--- src/hdl/fmseq_pkg.sv ---
package fmseq_pkg;

	localparam int StepDepthDefault = 256;
	localparam int VoiceCountDefault = 3;
	localparam int QueueDepth = 4;

	typedef enum logic [1:0] {
		MODE_LOAD  = 2'd0,
		MODE_START = 2'd1,
		MODE_TICK  = 2'd2,
		MODE_NONE  = 2'd3
	} mode_t;

	typedef struct packed {
		logic [1:0]  mode;
		logic [1:0]  voice;
		logic [7:0]  step_address;
		logic [7:0]  step_duration;
		logic [15:0] step_note_code;
		logic [3:0]  step_volume;
		logic        step_noise;
		logic        loop_enable;
		logic        sequence_present;
	} req_t;

	typedef struct packed {
		logic [7:0] reg_address;
		logic [7:0] reg_value;
		logic       last_write;
	} res_t;

	typedef struct packed {
		logic        noise;
		logic [3:0]  volume;
		logic [15:0] note;
		logic [7:0]  duration;
	} step_t;

	// Classified command handed from the front to the back.
	typedef enum logic [1:0] {
		CMD_STOP  = 2'd0,
		CMD_START = 2'd1,
		CMD_TICK  = 2'd2
	} cmd_kind_t;

	typedef struct packed {
		cmd_kind_t  kind;
		logic [1:0] voice;
		logic [7:0] address;
		logic       looping;
	} cmd_t;

	localparam logic [7:0] RegKey = 8'h08;
	localparam logic [7:0] RegNoise = 8'h0F;
	localparam logic [7:0] RegKeyCode = 8'h28;
	localparam logic [7:0] RegFraction = 8'h30;
	localparam logic [7:0] RegLevel = 8'h60;
	localparam logic [7:0] KeyOnMask = 8'h78;
	localparam logic [7:0] NoiseOn = 8'h90;
	localparam logic [7:0] LevelOff = 8'h7F;

	function automatic logic [2:0] chan_of(input logic [1:0] v);
		return (v == 2'd2) ? 3'd7 : v[0] ? 3'd1 : 3'd0;
	endfunction

endpackage

--- src/hdl/fmseq_queue.sv ---
module fmseq_queue
	import fmseq_pkg::*;
(
	input  logic clk,
	input  logic arst_n,
	input  logic push,
	input  cmd_t push_data,
	input  logic pop,
	output logic full,
	output logic empty,
	output cmd_t head
);

	localparam int PW = $clog2(QueueDepth);

	cmd_t          slot_q [QueueDepth];
	logic [PW-1:0] rd_q, wr_q;
	logic [PW:0]   cnt_q;

	assign full = cnt_q == (PW+1)'(QueueDepth);
	assign empty = cnt_q == '0;
	assign head = slot_q[rd_q];

	always_ff @(posedge clk) begin
		if (push) slot_q[wr_q] <= push_data;
	end

	always_ff @(posedge clk or negedge arst_n) begin
		if (!arst_n) begin
			rd_q <= '0;
			wr_q <= '0;
			cnt_q <= '0;
		end else begin
			if (push) wr_q <= wr_q + 1'b1;
			if (pop) rd_q <= rd_q + 1'b1;
			cnt_q <= cnt_q + (PW+1)'(push) - (PW+1)'(pop);
		end
	end

endmodule

--- config.mk ---
export PLATFORM = sky130hd
export DESIGN_NAME = fmseq_queue
export DESIGN_NICKNAME = d
export VERILOG_FILES = /design/src/hdl/fmseq_pkg.sv /design/src/hdl/fmseq_queue.sv
export SDC_FILE = /design/constraint.sdc
export NUM_CORES = 1
export LEC_CHECK = 0
export ABC_AREA = 1
export BUFFER_PORTS_ARGS = -buffer_cell sky130_fd_sc_hd__buf_2
export CORE_MARGIN = 3
export CORE_UTILIZATION = 51
export DETAILED_ROUTE_END_ITERATION = 7
export GPL_TIMING_DRIVEN = 0
export PLACE_DENSITY = 0.74
export REMOVE_ABC_BUFFERS = 1
export SLEW_MARGIN = 20
export SYNTH_ARGS = -nofsm -noshare
export SYNTH_HDL_FRONTEND = slang
export SYNTH_SLANG_ARGS = --single-unit
--- constraint.sdc ---
create_clock -name clk -period 1.7 [get_ports clk]
set_clock_uncertainty 0.05 [all_clocks]
set_input_delay 0.34 -clock clk [delete_from_list [all_inputs] [get_ports clk]]
set_output_delay 0.34 -clock clk [all_outputs]
set_load 0.05 [all_outputs]
After elaboration in Yosys (flattened, before gate mapping)
Memories as Yosys holds them, arrays and structs flattened.
Index checks and enable logic that the tools add are counted.
{ "word_totals": {"ff_bits": 7, "ram_bits": 52, "input_bits": 17, "n_memories": 1} }
{ "op_classes": {"addsub": 4, "n_eq_ne": 1, "n_mux": 2, "reduce_logical": 1} }
{ "memory_table": {"columns": ["memory", "words", "word_bits", "rd", "rd_ports_with_merged_regs", "wr", "line", "rtl"], "rows": [
  ["slot_q", 4, 13, 1, 0, 1, "fmseq_queue.sv:16", "cmd_t slot_q [QueueDepth];"]
]} }
{ "op_table": {"columns": ["op", "count"], "rows": [
  ["$add A2 B1 Y2 const B", 2],
  ["$add A3 B1 Y3", 1],
  ["$eq A3 B3 Y1 const B", 1],
  ["$logic_not A3 Y1", 1],
  ["$sub A3 B1 Y3", 1],
  ["$mux W1", 2]
]} }

Longest topological paths before layout
{ "depth": {"word_depth": 2, "mapped_depth": 10} }

Worst setup path after synthesis
OpenSTA, ideal clock, no wires.
{ "synth_path": {"kind": "register to output", "startpoint": "reg cnt_q[1]", "endpoint": "out empty", "arrival_time_ns": 1.486, "path_slack_ns": -0.176, "stages_incl_launch_ff": 2, "n_path_buf": 0, "path_cell_list": "dfrtp_1 -> nor3_1"} }
{ "synth_via": {"elab_chain_len": 1} }
{ "synth_rtl": {"columns": ["item", "line", "rtl"], "rows": [
  ["start: declaration", "fmseq_queue.sv:18", "logic [PW:0] cnt_q;"],
  ["start signal: assignment", "fmseq_queue.sv:36", "cnt_q <= cnt_q + (PW+1)'(push) - (PW+1)'(pop);"],
  ["$logic_not A3 Y1", "fmseq_queue.sv:21", "assign empty = cnt_q == '0;"],
  ["end: declaration", "fmseq_queue.sv:10", "output logic empty,"]
]} }
Every way passes these cells.

==> impl_metrics.sql <==
INSERT INTO impl_metrics (metric_group, metric, value, unit) VALUES
('status', 'run_status', 'finished with violations', ''),
('status', 'violations_in_the_final_reports', 'setup timing', ''),
('synthesis', 'synth.avg_cell_area', '10.5', 'um2'),
('floorplan', 'std_cell_rows', '25', ''),
('run', 'cap_viol_max_count', '0', ''),
('clocking', 'cts_htree_levels', '3', ''),
('synthesis', 'netlist_top_cells_area', 'edfxtp_1 (60%), nand2_1 (11%), inv_1 (9.2%)', ''),
('clocking', 'cts_sinks', '59', ''),
('setup_path', 'criticalPathCategory', 'flip-flop to output pin', ''),
('setup_path', 'path_max_fanout', '8', ''),
('synthesis', 'ys_warn_count', '0', ''),
('global_route', 'grt_max_degree', '27', ''),
('sta', 'final.min_clock_period', '1860', 'ps'),
('clocking', 'clock_tree.buffer_depth', '2', ''),
('synthesis', 'yosysSeqAreaShare', '66.3', '%'),
('drt', 'drtIter0Drc', '114', ''),
('global_route', 'antenna_violations_before_repair', '0', ''),
('placed_design', 'gp_congestion', '0.675', ''),
('floorplan', 'floorplan.die.width', '77.7', 'um'),
('global_route', 'grt_remaining_overflow', '0', ''),
('cells_and_area', 'multiInputGateArea', '634', 'um2'),
('cells_and_area', 'final_layout_size_suffix_gt1_share', '27.5', '%'),
('cells_and_area', 'fin_nets', '317', ''),
('synthesis', 'netlist_instances', '249', ''),
('cells_and_area', 'layout_commonest_cell', 'nand2_1', ''),
('drt', 'dr.pass1.iters', '4', ''),
('synthesis', 'synth.cell_area', '2620', 'um2'),
('clocking', 'worstSkewPairLatency', '310', 'ps'),
('cells_and_area', 'layout.cells.most_common_list', 'nand2_1 (64), inv_1 (60), edfxtp_1 (52)', ''),
('clocking', 'cts_root_buffer', 'clkbuf_8', ''),
('pwr', 'leakage', '1.56', 'nW'),
('global_route', 'global_route_wire_length_before_repair', '7560', 'um'),
('cells_and_area', 'area_of_all_sequential_standard_cells', '1740', 'um2'),
('placed_design', 'port_buffers', '31', ''),
('cells_and_area', 'antenna-diode-count', '0', ''),
('cells_and_area', 'fill_cells', '336', ''),
('placed_design', 'detailedPlace.worstSlack', '-777', 'ps'),
('synthesis', 'synth.distinct_cells', '16', ''),
('global_route', 'number_of_global_route_vias_before_repair', '1667', ''),
('pwr', 'vdd.ir_drop.worst', '932', 'uV'),
('floorplan', 'die_h', '77.7', 'um'),
('hold_path', 'class_of_the_worst_hold_path', 'primary input to flip-flop', ''),
('sta', 'setup-violations-final', '13', ''),
('floorplan', 'design.die.area', '6030', 'um2'),
('synthesis', 'synthDominantCellAreaShare', '59.6', '%'),
('global_route', 'gr-usage-all-layers', '17.0', '%'),
('floorplan', 'initial_utilization', '54.0', '%'),
('placed_design', 'detailed_place_hpwl', '2660', 'um'),
('floorplan', 'design.portCount', '32', ''),
('drt', 'vias', '1700', ''),
('sta', 'worst-slew-pin-transition', '606', 'ps'),
('setup_path', 'critical_path.startpoint_type', 'flip-flop', ''),
('setup_path', 'cp.required', '1310', 'ps'),
('drt', 'totalWireLength', '4980', 'um'),
('drt', 'post_drt_wl_per_cell', '13.6', 'um'),
('pwr', 'p_per_area', '2050', 'nW/um2'),
('setup_path', 'arrival', '1470', 'ps'),
('sta', 'post-route-worst-setup-slack', '-163', 'ps'),
('sta', 'timing.final.crit_share', '110', '%'),
('sta', 'timing_hold_violations_final', '0', ''),
('setup_path', 'critical_path.endpoint_type', 'output pin', ''),
('sta', 'rsz0062_at_grt', 'yes', ''),
('synthesis', 'synth_top_area_cell', 'edfxtp_1', ''),
('synthesis', 'synth_seq_cells', '59', ''),
('drt', 'vias_per_cell', '4.66', ''),
('sta', 'max-slew-margin-rel', '59.5', '%'),
('sta', 'drv_slew', '0', ''),
('sta', 'max_freq', '537', 'MHz'),
('sta', 'tns', '-1770', 'ps'),
('floorplan', 'core_area', '4850', 'um2'),
('drt', 'antenna_violating_nets_post_route', '0', ''),
('clocking', 'cts_buffers', '9', ''),
('clocking', 'cts.reportedPaths.clkPinSlew', '70', 'ps'),
('clocking', 'tritoncts', 'yes', ''),
('cells_and_area', 'area.growth.synth_to_final', '25.8', '%'),
('drt', 'detail_route.drc_violations', '0', '');
area by class of cell:
cell class / count / share of cell area (%)
inverters: 66 / 8.17
multi-input cells: 116 / 19.3
flip-flops and latches: 59 / 52.9
clock inverters: 6 / 2.43
repair buffers: 41 / 10.8
well taps: 67 / 2.54
clock buffers: 10 / 3.87
final timing paths:
check                                   from           end  slack, ps  cells after the start
min in group asynchronous             arst_n      cnt_q[2]        320                      2
worst min-delay path            push_data[2]  slot_q[3][2]        170                      1
worst max-delay path                 rd_q[0]       head[9]       -160                      5
max in group asynchronous             arst_n       rd_q[1]       1100                      2
worst min register to register       wr_q[0]       wr_q[0]        480                      1
worst max register to register      cnt_q[0]      cnt_q[2]         70                     10
flip-flops by register name, indices dropped and copies added (netlist names):
| name | flops |
|---|---|
| slot_q | 52 |
| cnt_q | 3 |
| rd_q | 2 |
| wr_q | 2 |
synthesized netlist by cell type:
master and number:
buf_2 1, buf_4 2, buf_6 2, buf_8 2, clkbuf_2 1, dfrtp_1 7, edfxtp_1 52, fa_1 1
ha_1 6, inv_1 64, inv_2 2, nand2_1 76, nand3_1 27, nor3_1 2, o21ai_0 1, xor2_1 3
through the flow:
step / utilization (%) / cell area (um2) / std cells / power [mW] / hold slack, ps
after floorplan: - / 2540 / 241 / 3.95 / -5.59
after global placement: 57.3 / 2780 / 339 / 4.52 / 130
after detailed placement: 57.3 / 2780 / 339 / 4.58 / 137
after CTS: 65.8 / 3190 / 364 / 6.56 / 164
after global routing: 67.9 / 3290 / 365 / 7.13 / 155
final: 67.9 / 3290 / 365 / 6.76 / 175
power breakdown:
group	total, mW	leakage, nW	internal (mW)	switching [mW]
Sequential	2.13	0.558	1.95	0.186
Combinational	3.31	0.892	1.17	2.14
Clock	1.32	0.110	0.815	0.510
per-layer routing:
layer | wire length (um) | track usage, % | share of wire [%] | up-vias
li1 | - | - | - | 852
met1 | 2010 | 19.3 | 40 | 781
met2 | 2600 | 28.5 | 52 | 61
met3 | 306 | 6.26 | 6.1 | 6
met4 | 63 | 7.47 | 1.3 | 0
met5 | 0 | 0 | 0 | -
critical path: stages (launching register included):
cell and delay (ps):
dfrtp_4 560, buf_6 180, nand2_1 70, nand3_1 80, nand2_1 100, buf_6 160
cells by family (layout without fill, tap and decap cells):
group | Yosys count | in the layout | share of synthesized area (%)
AOI/OAI and AO/OA | 1 | 1 | 0.191
xor gates and xnor gates | 3 | 3 | 1.00
adders and majority gates | 7 | 7 | 3.63
buffers and inverters | 74 | 123 | 12.4
DFF | 59 | 59 | 66.3
and+or+nand+nor | 105 | 105 | 16.4
repair_timing:
| item | 4_1_cts | 5_1_grt |
|---|---|---|
| hold endpoints to repair | 7 | 0 |
| buffers inserted | 8 | 1 |
| hold buffers | 1 | 0 |
| endpoints found under the setup margin | 14 | 16 |
| gates resized for setup | 42 | 29 |
| pin swaps | 3 | 6 |
Note: power is estimated with default switching activity, not from simulation.
